File: config.mk
export PLATFORM = sky130hd
export DESIGN_NAME = lod_rung_hysteresis_selector_unit
export DESIGN_NICKNAME = d
export VERILOG_FILES = /design/src/rtl/core/lodhs_pkg.sv /design/src/rtl/core/lodhs_divider.sv /design/src/rtl/core/lod_rung_hysteresis_selector_unit.sv
export SDC_FILE = /design/constraint.sdc
export NUM_CORES = 2
export LEC_CHECK = 0
export BUFFER_PORTS_ARGS = -buffer_cell sky130_fd_sc_hd__buf_2
export CAP_MARGIN = 15
export CELL_PAD_IN_SITES_DETAIL_PLACEMENT = 0
export CELL_PAD_IN_SITES_GLOBAL_PLACEMENT = 1
export CORE_AREA = 8 8 251 434
export CTS_CLUSTER_SIZE = 24
export DETAILED_ROUTE_END_ITERATION = 7
export DIE_AREA = 0 0 259 442
export PLACE_DENSITY_LB_ADDON = 0.1
export REMOVE_ABC_BUFFERS = 1
export SLEW_MARGIN = 10
export SYNTH_ARGS = -nofsm -noshare
export SYNTH_HDL_FRONTEND = slang
export SYNTH_SLANG_ARGS = --single-unit
File: constraint.sdc
create_clock -name aclk -period 8.9 [get_ports aclk]
set_input_delay 1.335 -clock aclk [delete_from_list [all_inputs] [get_ports aclk]]
set_output_delay 1.335 -clock aclk [all_outputs]
set_load 0.02 [all_outputs]
File: src/rtl/core/lodhs_pkg.sv
package lodhs_pkg;

    // Field and datapath widths
    localparam int unsigned RadW    = 20;   // screen radius, 12.8 px
    localparam int unsigned ThrW    = 20;   // error threshold, 12.8 px
    localparam int unsigned ErrW    = 24;   // level errors and bounding radius
    localparam int unsigned LevelW  = 2;
    localparam int unsigned HoldW   = 16;
    localparam int unsigned ProdW   = 2 * ErrW;       // multiplier product
    localparam int unsigned DivW    = 45;             // dividend of boundary division
    localparam int unsigned CmpW    = DivW + 4;       // eleven times the quotient
    localparam int unsigned DivCntW = $clog2(DivW);
    localparam int unsigned AddrW   = 5;
    localparam int unsigned DataW   = 32;
    localparam int unsigned InBytesW  = 24;
    localparam int unsigned OutBytesW = 8;

    // Minimum number of ticks between level changes
    localparam logic [HoldW-1:0] HoldTicks = 16'd8;
    localparam logic [HoldW-1:0] HoldMax   = 16'hFFFF;

    // Detail levels
    localparam logic [LevelW-1:0] LVL_MESH  = 2'd0;
    localparam logic [LevelW-1:0] LVL_MICRO = 2'd1;
    localparam logic [LevelW-1:0] LVL_SPLAT = 2'd2;
    localparam logic [LevelW-1:0] LVL_GLINT = 2'd3;

    // Register map, word index
    typedef enum logic [2:0] {
        REG_THRESHOLD = 3'd0,
        REG_MICRO     = 3'd1,
        REG_SPLAT     = 3'd2,
        REG_GLINT     = 3'd3,
        REG_RADIUS    = 3'd4
    } reg_idx_t;

    // Register reset values
    localparam logic [ThrW-1:0] ThresholdRst = 20'd512;
    localparam logic [ErrW-1:0] LevelErrRst  = 24'd0;
    localparam logic [ErrW-1:0] RadiusRst    = 24'd65536;

    // Divider request and response
    typedef struct packed {
        logic            start;
        logic [DivW-1:0] dividend;
        logic [ErrW-1:0] divisor;
    } div_req_t;

    typedef struct packed {
        logic            busy;
        logic            done;
        logic [DivW-1:0] quotient;
    } div_rsp_t;

endpackage

File: src/rtl/core/lodhs_divider.sv
// Restoring divider, one quotient bit per cycle, most significant first.
module lodhs_divider (
    input  logic                aclk,
    input  logic                aresetn,
    input  lodhs_pkg::div_req_t req,
    output lodhs_pkg::div_rsp_t rsp
);

    logic                           busy_reg;
    logic                           done_reg;
    logic [lodhs_pkg::DivCntW-1:0]  cnt_reg;
    logic [lodhs_pkg::ErrW-1:0]     rem_reg;
    logic [lodhs_pkg::DivW-1:0]     quo_reg;
    logic [lodhs_pkg::ErrW-1:0]     dsr_reg;

    logic [lodhs_pkg::ErrW:0]       shifted;
    logic [lodhs_pkg::ErrW:0]       diff;
    logic                           ge;

    // Bring down the next dividend bit and trial-subtract
    always_comb begin
        shifted = {rem_reg, quo_reg[lodhs_pkg::DivW-1]};
        diff    = shifted - {1'b0, dsr_reg};
        ge      = shifted >= {1'b0, dsr_reg};
    end

    // Sequence control
    always_ff @(posedge aclk) begin
        if (!aresetn) begin
            busy_reg <= 1'b0;
            done_reg <= 1'b0;
            cnt_reg  <= '0;
        end else begin
            done_reg <= 1'b0;
            if (req.start && !busy_reg) begin
                busy_reg <= 1'b1;
                cnt_reg  <= lodhs_pkg::DivCntW'(lodhs_pkg::DivW - 1);
            end else if (busy_reg) begin
                if (cnt_reg == '0) begin
                    busy_reg <= 1'b0;
                    done_reg <= 1'b1;
                end else begin
                    cnt_reg <= cnt_reg - 1'b1;
                end
            end
        end
    end

    // Remainder and quotient shift register
    always_ff @(posedge aclk) begin
        if (req.start && !busy_reg) begin
            rem_reg <= '0;
            quo_reg <= req.dividend;
            dsr_reg <= req.divisor;
        end else if (busy_reg) begin
            rem_reg <= ge ? diff[lodhs_pkg::ErrW-1:0] : shifted[lodhs_pkg::ErrW-1:0];
            quo_reg <= {quo_reg[lodhs_pkg::DivW-2:0], ge};
        end
    end

    assign rsp.busy     = busy_reg;
    assign rsp.done     = done_reg;
    assign rsp.quotient = quo_reg;

endmodule

File: src/rtl/core/lod_rung_hysteresis_selector_unit.sv
// Level-of-detail selector with hysteresis and minimum hold.
// Input channel s_*: one item per object per frame carries the projected
// screen radius. Result channel m_*: one item per input item carries the
// chosen level (0 mesh .. 3 glint) and a flag that is set when it changed.
// The APB port holds the threshold, the three level errors and the bounding
// radius; write it only while no item is in flight.
// One item is worked on at a time by a single 24x24 multiplier and a
// bit-serial divider under a small sequencer. Each item takes one multiply
// per level tried, and when a level change must be checked against its
// boundary, it also waits for the 45-step boundary division.
// s_tready rises again once the result is in the output register, so a new
// item may be taken while that result waits. If the receiver stalls, the
// next result waits in the sequencer and no further item is accepted.
// Reset returns the level to full mesh, clears the hold counter, loads the
// register reset values and empties the output register.
module lod_rung_hysteresis_selector_unit (
    input  logic                             aclk,
    input  logic                             aresetn,
    // Input channel
    input  logic                             s_tvalid,
    output logic                             s_tready,
    input  logic [lodhs_pkg::InBytesW-1:0]   s_tdata,   // [19:0] screen_radius
    // Result channel
    output logic                             m_tvalid,
    input  logic                             m_tready,
    output logic [lodhs_pkg::OutBytesW-1:0]  m_tdata,   // [1:0] level, [2] switched
    // Configuration
    input  logic                             psel,
    input  logic                             penable,
    input  logic                             pwrite,
    input  logic [lodhs_pkg::AddrW-1:0]      paddr,
    input  logic [lodhs_pkg::DataW-1:0]      pwdata,
    output logic [lodhs_pkg::DataW-1:0]      prdata,
    output logic                             pready
);

    typedef enum logic [7:0] {
        S_IDLE = 8'b0000_0001,
        S_MLIM = 8'b0000_0010,
        S_MERR = 8'b0000_0100,
        S_CHK  = 8'b0000_1000,
        S_PREP = 8'b0001_0000,
        S_DIV  = 8'b0010_0000,
        S_FIN  = 8'b0100_0000,
        S_OUT  = 8'b1000_0000
    } state_t;

    state_t                              state_reg;

    logic [lodhs_pkg::ThrW-1:0]          thr_reg;
    logic [lodhs_pkg::ErrW-1:0]          micro_reg;
    logic [lodhs_pkg::ErrW-1:0]          splat_reg;
    logic [lodhs_pkg::ErrW-1:0]          glint_reg;
    logic [lodhs_pkg::ErrW-1:0]          brad_reg;

    logic [lodhs_pkg::RadW-1:0]          radius_reg;
    logic [lodhs_pkg::LevelW-1:0]        lv_reg;
    logic [lodhs_pkg::LevelW-1:0]        raw_reg;
    logic [lodhs_pkg::LevelW-1:0]        cur_reg;
    logic [lodhs_pkg::HoldW-1:0]         hold_reg;
    logic [lodhs_pkg::ProdW-1:0]         prod_reg;
    logic [lodhs_pkg::ProdW-1:0]         limit_reg;
    logic [lodhs_pkg::DivW-1:0]          quot_reg;
    logic                                up_reg;
    logic [lodhs_pkg::LevelW-1:0]        res_level_reg;
    logic                                res_sw_reg;
    logic                                m_tvalid_reg;
    logic [lodhs_pkg::LevelW-1:0]        m_level_reg;
    logic                                m_sw_reg;

    logic                                cfg_wr;
    lodhs_pkg::reg_idx_t                 cfg_idx;
    logic [lodhs_pkg::ErrW-1:0]          r_eff;
    logic [lodhs_pkg::ErrW-1:0]          half_r;
    logic [lodhs_pkg::LevelW-1:0]        err_idx;
    logic [lodhs_pkg::ErrW-1:0]          err_sel;
    logic [lodhs_pkg::ErrW-1:0]          mul_a;
    logic [lodhs_pkg::ErrW-1:0]          mul_b;
    logic                                pass;
    logic                                coarsen;
    logic [lodhs_pkg::LevelW-1:0]        tgt;
    logic                                no_switch;
    logic [lodhs_pkg::ProdW-1:0]         dividend;
    logic [lodhs_pkg::HoldW-1:0]         hold_bump;
    logic [lodhs_pkg::CmpW-1:0]          r10;
    logic [lodhs_pkg::CmpW-1:0]          q9;
    logic [lodhs_pkg::CmpW-1:0]          q11;
    logic                                ok;
    logic                                out_free;
    lodhs_pkg::div_req_t                 div_req;
    lodhs_pkg::div_rsp_t                 div_rsp;

    // Configuration port
    assign pready  = 1'b1;
    assign cfg_wr  = psel && penable && pwrite && pready;
    assign cfg_idx = lodhs_pkg::reg_idx_t'(paddr[4:2]);

    always_ff @(posedge aclk) begin
        if (!aresetn) begin
            thr_reg   <= lodhs_pkg::ThresholdRst;
            micro_reg <= lodhs_pkg::LevelErrRst;
            splat_reg <= lodhs_pkg::LevelErrRst;
            glint_reg <= lodhs_pkg::LevelErrRst;
            brad_reg  <= lodhs_pkg::RadiusRst;
        end else if (cfg_wr) begin
            unique case (cfg_idx)
                lodhs_pkg::REG_THRESHOLD: thr_reg   <= pwdata[lodhs_pkg::ThrW-1:0];
                lodhs_pkg::REG_MICRO:     micro_reg <= pwdata[lodhs_pkg::ErrW-1:0];
                lodhs_pkg::REG_SPLAT:     splat_reg <= pwdata[lodhs_pkg::ErrW-1:0];
                lodhs_pkg::REG_GLINT:     glint_reg <= pwdata[lodhs_pkg::ErrW-1:0];
                lodhs_pkg::REG_RADIUS:    brad_reg  <= pwdata[lodhs_pkg::ErrW-1:0];
                default: ;
            endcase
        end
    end

    always_comb begin
        unique case (cfg_idx)
            lodhs_pkg::REG_THRESHOLD: prdata = lodhs_pkg::DataW'(thr_reg);
            lodhs_pkg::REG_MICRO:     prdata = lodhs_pkg::DataW'(micro_reg);
            lodhs_pkg::REG_SPLAT:     prdata = lodhs_pkg::DataW'(splat_reg);
            lodhs_pkg::REG_GLINT:     prdata = lodhs_pkg::DataW'(glint_reg);
            lodhs_pkg::REG_RADIUS:    prdata = lodhs_pkg::DataW'(brad_reg);
            default:                  prdata = '0;
        endcase
    end

    // Effective bounding radius; zero counts as one
    assign r_eff  = (brad_reg == '0) ? lodhs_pkg::ErrW'(1) : brad_reg;
    assign half_r = r_eff >> 1;

    // Level error select: the level under test, or the boundary level in PREP
    assign coarsen = raw_reg > cur_reg;
    assign tgt     = coarsen ? raw_reg : cur_reg;
    assign err_idx = (state_reg == S_PREP) ? tgt : lv_reg;

    always_comb begin
        case (err_idx)
            lodhs_pkg::LVL_MICRO: err_sel = micro_reg;
            lodhs_pkg::LVL_SPLAT: err_sel = splat_reg;
            lodhs_pkg::LVL_GLINT: err_sel = glint_reg;
            default:              err_sel = '0;
        endcase
    end

    // Shared multiplier: (threshold + 1) * radius first, then radius * level error
    always_comb begin
        if (state_reg == S_MLIM) begin
            mul_a = lodhs_pkg::ErrW'({1'b0, thr_reg} + 21'd1);
            mul_b = r_eff;
        end else begin
            mul_a = lodhs_pkg::ErrW'(radius_reg);
            mul_b = err_sel;
        end
    end

    always_ff @(posedge aclk) begin
        prod_reg <= mul_a * mul_b;
    end

    // Rounded screen error within threshold, written as one compare
    assign pass = (err_sel == '0) ||
                  ((prod_reg + lodhs_pkg::ProdW'(half_r)) < limit_reg);

    // Boundary dividend: threshold * radius plus half the level error
    assign dividend = (limit_reg - lodhs_pkg::ProdW'(r_eff)) +
                      lodhs_pkg::ProdW'(err_sel >> 1);

    assign no_switch = (raw_reg == cur_reg) || (hold_reg < lodhs_pkg::HoldTicks);
    assign hold_bump = (hold_reg == lodhs_pkg::HoldMax) ? hold_reg : hold_reg + 1'b1;

    // Hysteresis margin against the boundary
    assign r10 = lodhs_pkg::CmpW'({radius_reg, 3'b000}) +
                 lodhs_pkg::CmpW'({radius_reg, 1'b0});
    assign q9  = lodhs_pkg::CmpW'({quot_reg, 3'b000}) + lodhs_pkg::CmpW'(quot_reg);
    assign q11 = q9 + lodhs_pkg::CmpW'({quot_reg, 1'b0});
    assign ok  = up_reg ? (r10 <= q9) : (r10 >= q11);

    assign div_req.start    = (state_reg == S_PREP) && !no_switch && (err_sel != '0);
    assign div_req.dividend = dividend[lodhs_pkg::DivW-1:0];
    assign div_req.divisor  = err_sel;

    lodhs_divider u_div (
        .aclk    (aclk),
        .aresetn (aresetn),
        .req     (div_req),
        .rsp     (div_rsp)
    );

    assign out_free = !m_tvalid_reg || m_tready;
    assign s_tready = (state_reg == S_IDLE);

    // Sequencer and level state
    always_ff @(posedge aclk) begin
        if (!aresetn) begin
            state_reg <= S_IDLE;
            cur_reg   <= lodhs_pkg::LVL_MESH;
            hold_reg  <= '0;
        end else begin
            unique case (state_reg)
                S_IDLE: if (s_tvalid) state_reg <= S_MLIM;
                S_MLIM: state_reg <= S_MERR;
                S_MERR: state_reg <= S_CHK;
                S_CHK: begin
                    if (pass || lv_reg == lodhs_pkg::LVL_MICRO) state_reg <= S_PREP;
                    else state_reg <= S_MERR;
                end
                S_PREP: begin
                    if (no_switch) begin
                        hold_reg  <= hold_bump;
                        state_reg <= S_OUT;
                    end else if (err_sel == '0) begin
                        state_reg <= S_FIN;
                    end else begin
                        state_reg <= S_DIV;
                    end
                end
                S_DIV: if (div_rsp.done) state_reg <= S_FIN;
                S_FIN: begin
                    if (ok) begin
                        cur_reg  <= raw_reg;
                        hold_reg <= '0;
                    end else begin
                        hold_reg <= hold_bump;
                    end
                    state_reg <= S_OUT;
                end
                S_OUT: if (out_free) state_reg <= S_IDLE;
                default: state_reg <= S_IDLE;
            endcase
        end
    end

    // Working values of the item in flight
    always_ff @(posedge aclk) begin
        if (state_reg == S_IDLE && s_tvalid) begin
            radius_reg <= s_tdata[lodhs_pkg::RadW-1:0];
            lv_reg     <= lodhs_pkg::LVL_GLINT;
        end
        if (state_reg == S_MERR && lv_reg == lodhs_pkg::LVL_GLINT) begin
            limit_reg <= prod_reg;
        end
        if (state_reg == S_CHK) begin
            if (pass) raw_reg <= lv_reg;
            else if (lv_reg == lodhs_pkg::LVL_MICRO) raw_reg <= lodhs_pkg::LVL_MESH;
            else lv_reg <= lv_reg - 1'b1;
        end
        if (state_reg == S_PREP) begin
            up_reg        <= coarsen;
            quot_reg      <= '0;
            res_level_reg <= cur_reg;
            res_sw_reg    <= 1'b0;
        end
        if (state_reg == S_DIV && div_rsp.done) begin
            quot_reg <= div_rsp.quotient;
        end
        if (state_reg == S_FIN) begin
            res_level_reg <= ok ? raw_reg : cur_reg;
            res_sw_reg    <= ok;
        end
    end

    // Output register
    always_ff @(posedge aclk) begin
        if (!aresetn) begin
            m_tvalid_reg <= 1'b0;
        end else if (state_reg == S_OUT && out_free) begin
            m_tvalid_reg <= 1'b1;
        end else if (m_tready) begin
            m_tvalid_reg <= 1'b0;
        end
    end

    always_ff @(posedge aclk) begin
        if (state_reg == S_OUT && out_free) begin
            m_level_reg <= res_level_reg;
            m_sw_reg    <= res_sw_reg;
        end
    end

    assign m_tvalid = m_tvalid_reg;
    assign m_tdata  = {5'b00000, m_sw_reg, m_level_reg};

`ifndef NO_ASSERTIONS
    a_switch_clears_hold : assert property (@(posedge aclk) disable iff (!aresetn)
        (state_reg == S_OUT && res_sw_reg) |-> (hold_reg == '0))
        else $error("switched result with nonzero hold count");

    a_div_only_in_div : assert property (@(posedge aclk) disable iff (!aresetn)
        div_rsp.busy |-> (state_reg == S_DIV))
        else $error("divider busy outside the divide state");

    a_div_done_to_fin : assert property (@(posedge aclk) disable iff (!aresetn)
        div_rsp.done |=> (state_reg == S_FIN))
        else $error("divider result not taken");

    a_chk_level : assert property (@(posedge aclk) disable iff (!aresetn)
        (state_reg == S_CHK) |-> (lv_reg != lodhs_pkg::LVL_MESH))
        else $error("mesh level tested against threshold");
`endif

endmodule

==> summary.txt <==
Die
  • Initial Utilization: 45.6%
  • Total core area: 103,000 sq um
  • Die Wd: 259 um
  • IO Count: 111
  • DIE AREA: 114,000 sq um
  • Core Rows: 156
  • Die height: 442 um

Yosys
  • Synth Instances: 5,430
  • Sequential-to-total area share from yosys stat: 21.9%
  • Synth Area per Inst: 8.63 sq um
  • Top cells by area, synth: fa_1 (19%), ha_1 (12%), edfxtp_1 (12%), dfxtp_1 (9.6%), nand2_1 (5.9%)
  • YS warnings: 0
  • Post-synth ARST share: 0%
  • Largest area contributor in the netlist: fa_1
  • Netlist cell types: 95
  • Share of the synthesized area in the top cell type: 19.0%
  • Synth Cell Area: 46,900 sq um
  • Register bit total from synthesis: 416
  • Post-synth EDFFs: 191
  • Ys flop type: dfxtp_1

Worst hold path
  • Worst hold path startpoint: prod_reg[14]
  • Worst hold-check path type: register to register

Timing
  • Min Clock Period, post-route: 8.82 ns
  • Fmax: 113 MHz
  • Max-slew headroom at the worst pin: 20.0%
  • Crit share post-route: 99.1%
  • Worst-margin pin slew: 1.20 ns
  • Sum Neg Setup Slack: 0 ns
  • Final hold viol count: 0
  • RSZ-0062 raised after global routing: true
  • Setup Skew: 0.0449 ns
  • Endpoints failing setup: 0
  • Setup slack after layout: 0.0770 ns
  • Final Max Tran Viols: 0

Placement
  • Placed cells: 7,061
  • Instance area at placement: 51,500 sq um
  • DP Worst Slack: -0.852 ns
  • Detailed Place HPWL: 131,000 um
  • Final GP Congestion: 0.983
  • IO Port Bufs: 82

Worst setup path
  • Max incr delay on CP: 0.57 ns
  • Worst Path Required: 9.37 ns
  • Setup CP Type: register to register
  • Top cell by count, worst path: fa_1
  • CP Capture Type: register
  • Critical Path Start: state_reg[7]
  • Worst-path fanout max: 5
  • Slowest cell on crit path: or4_4
  • Reg2reg start: state_reg[7]
  • Data arrival, critical path: 9.29 ns
  • Nature of the critical path startpoint: register

Power and ir drop
  • Power per cell area: 136 nW/um^2
  • Worst VDD drop: 0.215 mV
  • Leakage: 25.6 nW

CTS
  • CTS tree: done
  • Clk buf depth: 3
  • Hold buffers post-CTS: 0
  • Worst-Skew Late Latency: 0.61 ns
  • Clk root buf: clkbuf_16
  • Clock sinks: 416
  • H-tree levels: 2
  • CTS Buf Count: 45
  • Worst-path clk slew: 0.08 ns

Routing
  • DR vias: 39,649
  • Drt first pass iters: 7
  • Routed wire length: 159,000 um
  • Drt drc: 0
  • WL per Instance: 22.0 um
  • Starting DRT DRC Count: 2,222
  • DR vias/cell: 5.50
  • Routed Antenna Nets: 0

Cells and area
  • Multi-input gate area: 34,300 sq um
  • Most frequent cells in the layout: nand2_1 (718), inv_1 (663), ha_1 (444), fa_1 (426), nor2_1 (416)
  • Layout Nets: 6,812
  • Commonest non-fill, non-tap cell in the layout: nand2_1
  • Register area: 10,200 sq um
  • Filler cell count: 9,781
  • Design Area, Final: 55,300 sq um
  • Layout cells sized above 1: 16.5%
  • Util after Layout: 53.7%
  • Layout area overhead: 17.9%
  • Final cell count without fillers: 7,211

Global routing
  • GR Util All Layers: 27.3%
  • Vias in the first global route: 41,327
  • Largest net degree at the start of global routing: 119
  • Remaining global-route overflow: 0
  • Antenna violations before repair: 9
  • First-pass GRT wire length: 241,000 um

Run status
  • Outcome: complete, no violations

Flow run
  • Max Cap Viol: 0
[Yosys cell counts, types with 27 or more instances]
master	instances
o21ai_0	240
nand3_1	80
a211oi_1	40
clkbuf_1	195
o21a_1	48
fa_1	445
and3_1	81
nor3_1	53
nor2b_1	34
xnor2_1	165
o211ai_1	36
nor2_1	456
and2_1	27
o21bai_1	28
a21oi_1	245
nand2b_1	51
ha_1	466
inv_1	713
dfxtp_1	225
edfxtp_1	191
mux2i_1	68
nand4_1	53
xor2_1	89
nand2_1	740
nor4_1	31
a21o_1	122
a21boi_0	138
[cells by family (layout without fill, tap and decap cells)]
kind of cell / Yosys count / in the layout / synth area share [%]
multiplexers: 92 / 92 / 2.04
buffers and inverters: 952 / 1377 / 7.97
XOR/XNOR: 254 / 254 / 4.75
adder cells (fa/ha/maj): 911 / 911 / 31.5
AND/OR/NAND/NOR: 1693 / 1693 / 16.2
flip-flops: 416 / 416 / 21.9
other: 2 / 15 / 0.0160
AO/OA/AOI/OAI: 1110 / 1110 / 15.7
[final timing paths]
path	end	slack, ns	cells after the start
max	prod_reg[47]	0.08	34
min	limit_reg[14]	0.42	0
max reg2reg	prod_reg[47]	0.08	34
min reg2reg	limit_reg[14]	0.42	0
[routing by layer]
layer	wire length [um]	vias to the layer above	track usage (%)
met1	59100	19309	30.3
met4	11500	0	16.5
met2	81700	978	49.8
met3	6300	365	2.36
met5	0	-	0
li1	-	18997	-
[repair_timing]
item	4_1_cts	5_1_grt
hold endpoints to repair	0	0
setup endpoints to repair	27	25
resized for setup	177	232
pin swaps	82	161
setup buffers	39	44
[power by group]
group	internal [W]	switching [W]	total (W)
Combinational	0.00142	0.00190	0.00332
Clock	0.00114	0.000843	0.00198
Sequential	0.00211	0.000108	0.00222
[critical path, delay by kind of cell, from the launching register on]
family,cells,cell delay [ns]
AOI/OAI and AO/OA,10,1.69
adders and majority gates,8,3.79
DFF,1,0.32
and+or+nand+nor,6,1.39
muxes,2,0.60
buffers and inverters,8,0.84
[per-stage QoR]
step	hold slack [ns]	total power [W]
2_1_floorplan	0.400	0.00393
3_3_place_gp	0.402	0.00520
3_5_place_dp	0.406	0.00520
4_1_cts	0.409	0.00735
5_1_grt	0.419	0.00798
6_report	0.416	0.00752
[cell type report]
class | count | area share (%)
Tap cell | 1343 | 3.04
Clock inverter | 20 | 0.509
Clock buffer | 61 | 2.26
Antenna cell | 1 | 0.00453
Timing Repair Buffer | 582 | 8.72
Multi-Input combinational cell | 4074 | 62.1
Sequential cell | 416 | 18.5
Inverter | 714 | 4.85
No activity file was read; power rests on OpenSTA's default activity.
